## src/rspe_pkg.sv

```systemverilog
// Shared types and constants for the Reed-Solomon parity encoder.
// Holds register map, field widths and the cell control encoding; no dependencies.
package rspe_pkg;

    // Configuration register map (index = byte address / 4)
    localparam int          ADDR_W          = 4;
    localparam logic [1:0]  REG_FIELD_POLY  = 2'd0;
    localparam logic [1:0]  REG_GEN_BASE    = 2'd1;
    localparam logic [1:0]  REG_EC_COUNT    = 2'd2;

    localparam int          FIELD_POLY_W    = 9;
    localparam int          GEN_BASE_W      = 8;
    localparam int          EC_COUNT_W      = 5;

    localparam logic [FIELD_POLY_W-1:0] FIELD_POLY_RST = 9'd285;
    localparam logic [GEN_BASE_W-1:0]   GEN_BASE_RST   = 8'd0;
    localparam logic [EC_COUNT_W-1:0]   EC_COUNT_RST   = 5'd10;

    // Cell operations
    localparam logic [2:0]  CELL_HOLD  = 3'd0;
    localparam logic [2:0]  CELL_CLEAR = 3'd1;
    localparam logic [2:0]  CELL_BUILD = 3'd2;
    localparam logic [2:0]  CELL_STEP  = 3'd3;
    localparam logic [2:0]  CELL_SHIFT = 3'd4;

    typedef struct packed {
        logic [2:0] op;
    } cell_ctrl_t;

endpackage

```

## src/rspe_data_if.sv

```systemverilog
// Input channel of the parity encoder: one data symbol per transaction.
// Valid/ready handshake; no dependencies.
interface rspe_data_if #(
    parameter int SYMBOL_BITS = 8
) ();
    logic                   valid;
    logic                   ready;
    logic [SYMBOL_BITS-1:0] data_symbol;
    logic                   last_data;

    modport source (output valid, output data_symbol, output last_data, input ready);
    modport sink   (input valid, input data_symbol, input last_data, output ready);
endinterface

```

## src/rspe_parity_if.sv

```systemverilog
// Output channel of the parity encoder: one parity symbol per transaction.
// Valid/ready handshake; no dependencies.
interface rspe_parity_if #(
    parameter int SYMBOL_BITS = 8
) ();
    logic                   valid;
    logic                   ready;
    logic [SYMBOL_BITS-1:0] parity_symbol;
    logic                   last_parity;

    modport source (output valid, output parity_symbol, output last_parity, input ready);
    modport sink   (input valid, input parity_symbol, input last_parity, output ready);
endinterface

```

## src/reed_solomon_parity_encoder.sv

```systemverilog
// Systematic Reed-Solomon parity encoder over GF(2^SYMBOL_BITS), top level.
// Depends on rspe_pkg, rspe_data_if, rspe_parity_if and rspe_cell.
//
// Usage:
//   data_in carries one message symbol per transaction, highest coefficient first,
//   with last_data on the final symbol of a codeword. parity_out then carries the
//   n parity symbols (n = ec_count clipped to 1..MAX_EC), highest first, with
//   last_parity on the final one. Data symbols are not echoed.
//   Configuration is by APB writes: field_poly at 0x0, gen_base at 0x4, ec_count
//   at 0x8. Any write to one of these registers restarts the generator build and clears the parity registers.
// Timing:
//   After reset or a write the cell chain builds the generator; data_in.ready
//   stays low meanwhile. Data symbols stream through the chain of cells at one per
//   cycle while data_in.ready is high. After the last symbol the chain shifts its
//   parity out, one symbol per parity_out transaction. The first parity symbol is
//   valid the cycle after the last data. While parity_out is stalled the chain
//   holds and data_in.ready stays low.
// Reset:
//   rst_n clears the configuration registers to their defaults and zeroes the parity registers.
module reed_solomon_parity_encoder #(
    parameter int MAX_EC      = 30,
    parameter int SYMBOL_BITS = 8
) (
    input  logic                              clk,
    input  logic                              rst_n,
    rspe_data_if.sink                         data_in,
    rspe_parity_if.source                     parity_out,
    input  logic                              psel,
    input  logic                              penable,
    input  logic                              pwrite,
    input  logic [rspe_pkg::ADDR_W-1:0]       paddr,
    input  logic [31:0]                       pwdata,
    output logic [31:0]                       prdata,
    output logic                              pready
);

    localparam int NW    = $clog2(MAX_EC + 1);
    localparam int EXW   = (NW > rspe_pkg::EC_COUNT_W) ? NW : rspe_pkg::EC_COUNT_W;
    localparam int CNT_W = (NW > rspe_pkg::GEN_BASE_W) ? NW : rspe_pkg::GEN_BASE_W;
    localparam int FPX_W = (SYMBOL_BITS > rspe_pkg::FIELD_POLY_W) ?
                           SYMBOL_BITS : rspe_pkg::FIELD_POLY_W;
    localparam int SW    = SYMBOL_BITS;

    localparam logic [2:0] ST_INIT = 3'd0;
    localparam logic [2:0] ST_ROOT = 3'd1;
    localparam logic [2:0] ST_POLY = 3'd2;
    localparam logic [2:0] ST_RUN  = 3'd3;
    localparam logic [2:0] ST_EMIT = 3'd4;

    logic [rspe_pkg::FIELD_POLY_W-1:0] field_poly_reg;
    logic [rspe_pkg::GEN_BASE_W-1:0]   gen_base_reg;
    logic [rspe_pkg::EC_COUNT_W-1:0]   ec_count_reg;

    logic [2:0]       state_reg, state_next;
    logic [CNT_W-1:0] cnt_reg, cnt_next;
    logic [SW-1:0]    root_reg, root_next;

    logic             cfg_wr;
    logic             cfg_hit;
    logic [FPX_W-1:0] fp_ext;
    logic [SW-1:0]    fb;
    logic [SW-1:0]    root_x2;
    logic [EXW-1:0]   ec_ext;
    logic [NW-1:0]    n_act;
    logic [CNT_W-1:0] n_last;
    logic [SW-1:0]    fbk;
    logic [SW-1:0]    bcast;
    logic             in_acc;
    logic             out_acc;
    logic             emit_last;

    rspe_pkg::cell_ctrl_t ctrl;

    logic [SW-1:0] h_w [MAX_EC];
    logic [SW-1:0] q_w [MAX_EC];

    // ---------------- configuration port ----------------
    assign pready  = 1'b1;
    assign cfg_wr  = psel && penable && pwrite;
    assign cfg_hit = cfg_wr && ((paddr[3:2] == rspe_pkg::REG_FIELD_POLY) ||
                                (paddr[3:2] == rspe_pkg::REG_GEN_BASE) ||
                                (paddr[3:2] == rspe_pkg::REG_EC_COUNT));

    always_ff @(posedge clk or negedge rst_n)
    begin
        if (!rst_n)
        begin
            field_poly_reg <= rspe_pkg::FIELD_POLY_RST;
            gen_base_reg   <= rspe_pkg::GEN_BASE_RST;
            ec_count_reg   <= rspe_pkg::EC_COUNT_RST;
        end
        else if (cfg_wr)
        begin
            case (paddr[3:2])
                rspe_pkg::REG_FIELD_POLY: field_poly_reg <= pwdata[rspe_pkg::FIELD_POLY_W-1:0];
                rspe_pkg::REG_GEN_BASE:   gen_base_reg   <= pwdata[rspe_pkg::GEN_BASE_W-1:0];
                rspe_pkg::REG_EC_COUNT:   ec_count_reg   <= pwdata[rspe_pkg::EC_COUNT_W-1:0];
                default:
                begin
                end
            endcase
        end
    end

    always_comb
    begin
        case (paddr[3:2])
            rspe_pkg::REG_FIELD_POLY: prdata = 32'(field_poly_reg);
            rspe_pkg::REG_GEN_BASE:   prdata = 32'(gen_base_reg);
            rspe_pkg::REG_EC_COUNT:   prdata = 32'(ec_count_reg);
            default:                  prdata = 32'd0;
        endcase
    end

    // ---------------- derived settings ----------------
    // Top bit of the polynomial is implied; only the low symbol bits feed back
    assign fp_ext  = FPX_W'(field_poly_reg);
    assign fb      = fp_ext[SW-1:0];
    assign root_x2 = root_reg[SW-1] ? ({root_reg[SW-2:0], 1'b0} ^ fb)
                                    : {root_reg[SW-2:0], 1'b0};

    assign ec_ext = EXW'(ec_count_reg);
    always_comb
    begin
        if (ec_ext == '0)
        begin
            n_act = NW'(1);
        end
        else if (ec_ext > EXW'(MAX_EC))
        begin
            n_act = NW'(MAX_EC);
        end
        else
        begin
            n_act = NW'(ec_ext);
        end
    end
    assign n_last = CNT_W'(n_act) - CNT_W'(1);

    // ---------------- control ----------------
    assign in_acc    = data_in.valid && data_in.ready;
    assign out_acc   = parity_out.valid && parity_out.ready;
    assign emit_last = (cnt_reg == n_last);
    assign fbk       = data_in.data_symbol ^ q_w[0];

    assign data_in.ready           = (state_reg == ST_RUN);
    assign parity_out.valid        = (state_reg == ST_EMIT);
    assign parity_out.parity_symbol = q_w[0];
    assign parity_out.last_parity  = emit_last;

    always_comb
    begin
        state_next = state_reg;
        cnt_next   = cnt_reg;
        root_next  = root_reg;
        ctrl.op    = rspe_pkg::CELL_HOLD;
        bcast      = root_reg;
        case (state_reg)
            ST_INIT:
            begin
                ctrl.op    = rspe_pkg::CELL_CLEAR;
                root_next  = SW'(1);
                cnt_next   = '0;
                state_next = ST_ROOT;
            end
            ST_ROOT:
            begin
                // alpha^base by repeated doubling
                if (cnt_reg == CNT_W'(gen_base_reg))
                begin
                    cnt_next   = '0;
                    state_next = ST_POLY;
                end
                else
                begin
                    root_next = root_x2;
                    cnt_next  = cnt_reg + CNT_W'(1);
                end
            end
            ST_POLY:
            begin
                // multiply the generator by (x + root), one root per cycle
                ctrl.op   = rspe_pkg::CELL_BUILD;
                root_next = root_x2;
                cnt_next  = cnt_reg + CNT_W'(1);
                if (emit_last)
                begin
                    cnt_next   = '0;
                    state_next = ST_RUN;
                end
            end
            ST_RUN:
            begin
                bcast = fbk;
                if (in_acc)
                begin
                    ctrl.op = rspe_pkg::CELL_STEP;
                    if (data_in.last_data)
                    begin
                        cnt_next   = '0;
                        state_next = ST_EMIT;
                    end
                end
            end
            ST_EMIT:
            begin
                // shifting out also leaves the chain zeroed for the next codeword
                if (out_acc)
                begin
                    ctrl.op  = rspe_pkg::CELL_SHIFT;
                    cnt_next = cnt_reg + CNT_W'(1);
                    if (emit_last)
                    begin
                        cnt_next   = '0;
                        state_next = ST_RUN;
                    end
                end
            end
            default:
            begin
                state_next = ST_INIT;
            end
        endcase
        if (cfg_hit)
        begin
            state_next = ST_INIT;
        end
    end

    always_ff @(posedge clk or negedge rst_n)
    begin
        if (!rst_n)
        begin
            state_reg <= ST_INIT;
            cnt_reg   <= '0;
        end
        else
        begin
            state_reg <= state_next;
            cnt_reg   <= cnt_next;
        end
    end

    always_ff @(posedge clk)
    begin
        root_reg <= root_next;
    end

    // ---------------- chain of cells ----------------
    for (genvar j = 0; j < MAX_EC; j++)
    begin : g_cell
        logic [SW-1:0] h_left;
        logic [SW-1:0] q_right;

        if (j == 0)
        begin : g_first
            assign h_left = SW'(1);
        end
        else
        begin : g_mid
            assign h_left = h_w[j-1];
        end

        if (j == MAX_EC - 1)
        begin : g_end
            assign q_right = '0;
        end
        else
        begin : g_inner
            assign q_right = q_w[j+1];
        end

        rspe_cell #(
            .SYMBOL_BITS (SW)
        ) u_cell (
            .clk     (clk),
            .rst_n   (rst_n),
            .ctrl    (ctrl),
            .fb      (fb),
            .bcast   (bcast),
            .h_left  (h_left),
            .q_right (q_right),
            .h_out   (h_w[j]),
            .q_out   (q_w[j])
        );
    end

endmodule

```

## src/rspe_gfmul.sv

```systemverilog
// Combinational GF(2^W) multiplier, shift-and-add with reduction by fb.
// No dependencies.
module rspe_gfmul #(
    parameter int W = 8
) (
    input  logic [W-1:0] a,
    input  logic [W-1:0] b,
    input  logic [W-1:0] fb,
    output logic [W-1:0] p
);

    always_comb
    begin
        logic [W-1:0] acc;
        logic [W-1:0] sh;
        acc = '0;
        sh  = a;
        for (int i = 0; i < W; i++)
        begin
            if (b[i])
            begin
                acc = acc ^ sh;
            end
            sh = sh[W-1] ? ({sh[W-2:0], 1'b0} ^ fb) : {sh[W-2:0], 1'b0};
        end
        p = acc;
    end

endmodule

```

## src/rspe_cell.sv

```systemverilog
// One cell of the encoder chain: a generator coefficient and a parity register.
// Depends on rspe_pkg and rspe_gfmul.
module rspe_cell #(
    parameter int SYMBOL_BITS = 8
) (
    input  logic                     clk,
    input  logic                     rst_n,
    input  rspe_pkg::cell_ctrl_t     ctrl,
    input  logic [SYMBOL_BITS-1:0]   fb,
    input  logic [SYMBOL_BITS-1:0]   bcast,
    input  logic [SYMBOL_BITS-1:0]   h_left,
    input  logic [SYMBOL_BITS-1:0]   q_right,
    output logic [SYMBOL_BITS-1:0]   h_out,
    output logic [SYMBOL_BITS-1:0]   q_out
);

    logic [SYMBOL_BITS-1:0] h_reg, h_next;
    logic [SYMBOL_BITS-1:0] q_reg, q_next;
    logic [SYMBOL_BITS-1:0] mul_b;
    logic [SYMBOL_BITS-1:0] prod;

    // Building multiplies the left neighbour by the root; stepping multiplies own coeff
    assign mul_b = (ctrl.op == rspe_pkg::CELL_BUILD) ? h_left : h_reg;

    rspe_gfmul #(
        .W (SYMBOL_BITS)
    ) u_mul (
        .a  (bcast),
        .b  (mul_b),
        .fb (fb),
        .p  (prod)
    );

    always_comb
    begin
        h_next = h_reg;
        q_next = q_reg;
        case (ctrl.op)
            rspe_pkg::CELL_CLEAR:
            begin
                h_next = '0;
                q_next = '0;
            end
            rspe_pkg::CELL_BUILD:
            begin
                h_next = h_reg ^ prod;
            end
            rspe_pkg::CELL_STEP:
            begin
                q_next = q_right ^ prod;
            end
            rspe_pkg::CELL_SHIFT:
            begin
                q_next = q_right;
            end
            default:
            begin
                h_next = h_reg;
                q_next = q_reg;
            end
        endcase
    end

    always_ff @(posedge clk or negedge rst_n)
    begin
        if (!rst_n)
        begin
            q_reg <= '0;
        end
        else
        begin
            q_reg <= q_next;
        end
    end

    // Coefficient is rebuilt after every reset, so it carries no reset
    always_ff @(posedge clk)
    begin
        h_reg <= h_next;
    end

    assign h_out = h_reg;
    assign q_out = q_reg;

endmodule

```

## src/flat_wrapper.sv

```systemverilog
// flat-port wrapper written by rule: the top's interface ports become plain ports
module reed_solomon_parity_encoder_flat 
#(
    parameter int MAX_EC      = 30,
    parameter int SYMBOL_BITS = 8
)
  (clk, rst_n, psel, penable, pwrite, paddr, pwdata, prdata, pready, data_in_valid, data_in_data_symbol, data_in_last_data, data_in_ready, parity_out_valid, parity_out_parity_symbol, parity_out_last_parity, parity_out_ready);
  rspe_data_if #(.SYMBOL_BITS(SYMBOL_BITS)) data_in_i ();
  rspe_parity_if #(.SYMBOL_BITS(SYMBOL_BITS)) parity_out_i ();
  input  logic clk;
  input  logic rst_n;
  input  logic psel;
  input  logic penable;
  input  logic pwrite;
  input  logic [rspe_pkg::ADDR_W-1:0] paddr;
  input  logic [31:0] pwdata;
  output logic [31:0] prdata;
  output logic pready;
  input wire logic [$bits(data_in_i.valid)-1:0] data_in_valid;
  input wire logic [$bits(data_in_i.data_symbol)-1:0] data_in_data_symbol;
  input wire logic [$bits(data_in_i.last_data)-1:0] data_in_last_data;
  output wire logic [$bits(data_in_i.ready)-1:0] data_in_ready;
  output wire logic [$bits(parity_out_i.valid)-1:0] parity_out_valid;
  output wire logic [$bits(parity_out_i.parity_symbol)-1:0] parity_out_parity_symbol;
  output wire logic [$bits(parity_out_i.last_parity)-1:0] parity_out_last_parity;
  input wire logic [$bits(parity_out_i.ready)-1:0] parity_out_ready;
  assign data_in_i.valid = data_in_valid;
  assign data_in_i.data_symbol = data_in_data_symbol;
  assign data_in_i.last_data = data_in_last_data;
  assign data_in_ready = data_in_i.ready;
  assign parity_out_valid = parity_out_i.valid;
  assign parity_out_parity_symbol = parity_out_i.parity_symbol;
  assign parity_out_last_parity = parity_out_i.last_parity;
  assign parity_out_i.ready = parity_out_ready;
  reed_solomon_parity_encoder #(.MAX_EC(MAX_EC), .SYMBOL_BITS(SYMBOL_BITS)) u_core (.clk(clk), .rst_n(rst_n), .data_in(data_in_i), .parity_out(parity_out_i), .psel(psel), .penable(penable), .pwrite(pwrite), .paddr(paddr), .pwdata(pwdata), .prdata(prdata), .pready(pready));
endmodule
```

## config.mk

```make
export PLATFORM = sky130hd
export DESIGN_NAME = reed_solomon_parity_encoder_flat
export DESIGN_NICKNAME = d
export VERILOG_FILES = /design/src/rspe_pkg.sv /design/src/rspe_data_if.sv /design/src/rspe_parity_if.sv /design/src/reed_solomon_parity_encoder.sv /design/src/rspe_gfmul.sv /design/src/rspe_cell.sv /design/src/flat_wrapper.sv
export SDC_FILE = /design/constraint.sdc
export NUM_CORES = 2
export LEC_CHECK = 0
export ABC_AREA = 1
export BUFFER_PORTS_ARGS = -buffer_cell sky130_fd_sc_hd__buf_2
export CAP_MARGIN = 40
export CORE_ASPECT_RATIO = 0.7
export CORE_MARGIN = 5
export CORE_UTILIZATION = 35
export CTS_BUF_LIST = sky130_fd_sc_hd__clkbuf_4 sky130_fd_sc_hd__clkbuf_8
export CTS_CLUSTER_SIZE = 8
export DETAILED_ROUTE_END_ITERATION = 8
export PLACE_DENSITY_LB_ADDON = 0.08
export SYNTH_ARGS = -nofsm -noshare
export SYNTH_HDL_FRONTEND = slang
export SYNTH_SLANG_ARGS = --single-unit
```

## constraint.sdc

```tcl
create_clock -name clk -period 35.6 [get_ports clk]
set_clock_uncertainty 0.15 [all_clocks]
set_input_delay 0 -clock clk [delete_from_list [all_inputs] [get_ports clk]]
set_output_delay 0 -clock clk [all_outputs]
set_load 0.05 [all_outputs]
```

==> impl_metrics.json <==
{
  "clk_latency_ns": 0.94,
  "syn_area_per_cell_um2": 5.93,
  "fmax_mhz": 83.6,
  "wirelength_um": 330000,
  "synth_area_leaders": "nand2_1, nand3_1, edfxtp_1",
  "ys_types": 48,
  "grt_max_degree": 126,
  "drt_iter0_markers": 9042,
  "grt-busiest-layer": "met2",
  "path_max_fanout": 35,
  "drive_gt1_share_pct": 6.06,
  "num-nets-final": 10600,
  "synth_seq_area_share_pct": 22.8,
  "cts_sinks": 521,
  "fp.dieH_um": 364,
  "netlist_instances": 10582,
  "viasPerCell": 5.45,
  "grt_use_met3_pct": 9.08,
  "port_buffers": 46,
  "cts_max_level": 3,
  "cts_tree": "done",
  "worstSetupEndpointType": "register",
  "ioPinCount": 96,
  "path_common_cell": "nand2_4",
  "yosys.area.top_type": "nand2_1",
  "hold_class": "primary input to async pin",
  "place.gp.congestion": 0.909,
  "drcViolationCount": 0,
  "max-cap-violations": 0,
  "min_period_ns": 11.96,
  "cts-root-buf": "clkbuf_8",
  "syn_area_um2": 62700,
  "syn2layout_area_growth_pct": 10.5,
  "first_global_vias": 61695,
  "finalSetupViolCount": 0,
  "numCtsBuffers": 104,
  "grt_pass1_wl_um": 458000,
  "synth_warnings": 0,
  "core_um2": 179000,
  "wl_per_cell_um": 25.3,
  "setup.worst_path.class": "register to register",
  "grtUsageMet2_pct": 48.7,
  "whs_ns": 0.120,
  "startpoint_type": "register",
  "drv_slew": 0,
  "clkTransAtPathRegs_ns": 0.06,
  "synth.most_common_cell": "nand2_1",
  "setup_ws_ns": 23.64,
  "synth_edf_count": 248,
  "die_w_um": 516,
  "cts_buffer_depth": 3,
  "synth_common_cells": "nand2_1, nand3_1, inv_1, xor2_1, nor2_1",
  "yosys.area.top_type_share_pct": 24.1,
  "status": "complete, no violations",
  "critPathMaxStageDelay_ns": 0.78,
  "worst-path-buf-inv": 12,
  "hold_viol": 0,
  "multi_input_area_um2": 42400,
  "cp_slowest_cell": "nand2_2",
  "slew_headroom_pct": 27.4,
  "cpLargestDelayFamily": "simple AND/OR/NAND/NOR gates",
  "fin_tns_setup_ns": 0,
  "hpwlAfterDp_um": 211000,
  "rows": 130,
  "die_area_um2": 188000,
  "firstDrtPassIters": 8,
  "antenna_found_initial": 16,
  "tightestPinTransition_ns": 1.09,
  "rsz0062_at_grt": "false",
  "fin_crit_sh_pct": 33.6,
  "start_util_pct": 35.1,
  "grtUsageTotal_pct": 33.9,
  "place_ws_ns": 24.19,
  "synth_flop_cell": "dfrtp_1",
  "worst_ep_arrival_time_ns": 12.43,
  "register_area_um2": 14300,
  "via_count": 71062,
  "ant_nets": 0,
  "ys_ff_latch": 521,
  "crit_required_ns": 36.07,
  "use_met1_pct": 47.2,
  "async_flop_share_pct": 52.4,
  "grt-ovfl-total": 0,
  "fill_cells": 19262
}
[path summary, 6_finish.rpt]
path	from	to	slack [ns]	depth (start not counted)
worst min register to register	u_core.g_cell[29].u_cell.q_out[4]	u_core.g_cell[28].u_cell.q_out[4]	0.36	2
worst min-delay path	rst_n	u_core.g_cell[2].u_cell.q_out[3]	0.12	4
min in group clk	paddr[2]	u_core.ec_count_reg[0]	0.12	5
worst max-delay path	u_core.state_reg[2]	u_core.g_cell[11].u_cell.h_out[3]	23.64	34
worst max register to register	u_core.state_reg[2]	u_core.g_cell[11].u_cell.h_out[3]	23.64	34
max in group asynchronous	rst_n	u_core.g_cell[23].u_cell.q_out[3]	33.77	6
[what timing repair did]
| action | in CTS | in global routing |
|---|---|---|
| endpoints found under the hold margin | 269 | 0 |
| buffers inserted | 0 | 0 |
| hold buffers | 43 | 0 |
| gates resized for setup | 0 | 0 |
| setup endpoints to repair | 0 | 0 |
[logic make-up (layout without fill, tap and decap cells)]
family                     count (synthesis)  count (layout)  synth area share [%]
AOI/OAI and AO/OA                        598             598                  4.86
xor gates and xnor gates                1349            1349                  18.8
adders and majority gates                  2               2                0.0399
buffers and inverters                   1588            1619                  10.2
DFF                                      521             521                  22.8
muxes                                      1               1                0.0160
other                                      2              45                0.0120
and+or+nand+nor                         6521            6521                  43.3
[through the flow]
| stage | util [%] | cell area, um^2 | std cells |
|---|---|---|---|
| 5_1_grt | 38.8 | 69300 | 13017 |
| 2_1_floorplan | - | 62800 | 10604 |
| 3_3_place_gp | 36.5 | 65300 | 12703 |
| 3_5_place_dp | 37.2 | 66400 | 12772 |
| 4_1_cts | 38.7 | 69300 | 13010 |
| 6_report | 38.8 | 69300 | 13032 |
[cell usage in the layout, fill, tap and decap left out, drive strengths merged, types with 2 or more instances in the layout]
cell / instances
dfrtp: 266
o21ai: 442
clkinvlp: 3
nand3b: 39
o21a: 2
ha: 2
xor2: 816
diode: 21
buf: 298
edfxtp: 248
nor3: 6
xnor2: 533
dlygate4sd3: 42
bufinv: 7
conb: 24
o22ai: 11
inv: 1083
nand4: 62
nand3: 1538
and2: 2
dfstp: 7
a21oi: 130
or2: 31
nand2: 4086
o211ai: 8
clkbuf: 164
clkinv: 22
nor2: 753
[per-layer routing]
metal	share of wire, %	routed length, um	vias up
met3	12	38200	784
met5	0.12	395	-
li1	-	-	32975
met1	43	142000	33357
met4	5.2	17300	7
met2	40	132000	3939
[worst min-delay path, delay by kind of cell]
kind	cells	cell delay, ns
buf+inv	4	1.53
[layout make-up]
type                            instances  share of cell area, %
Clock inverter                         32                  0.493
Sequential cell                       521                   20.6
Inverter                             1083                   5.90
Multi-Input combinational cell       8495                   61.1
Tap cell                             2376                   4.29
Timing Repair Buffer                  341                   4.59
Antenna cell                           21                 0.0758
Clock buffer                          163                   2.93
Power is left out: the tool's default activity adds up to more than one toggle a clock period on the data nets, which glitch-free logic cannot reach.
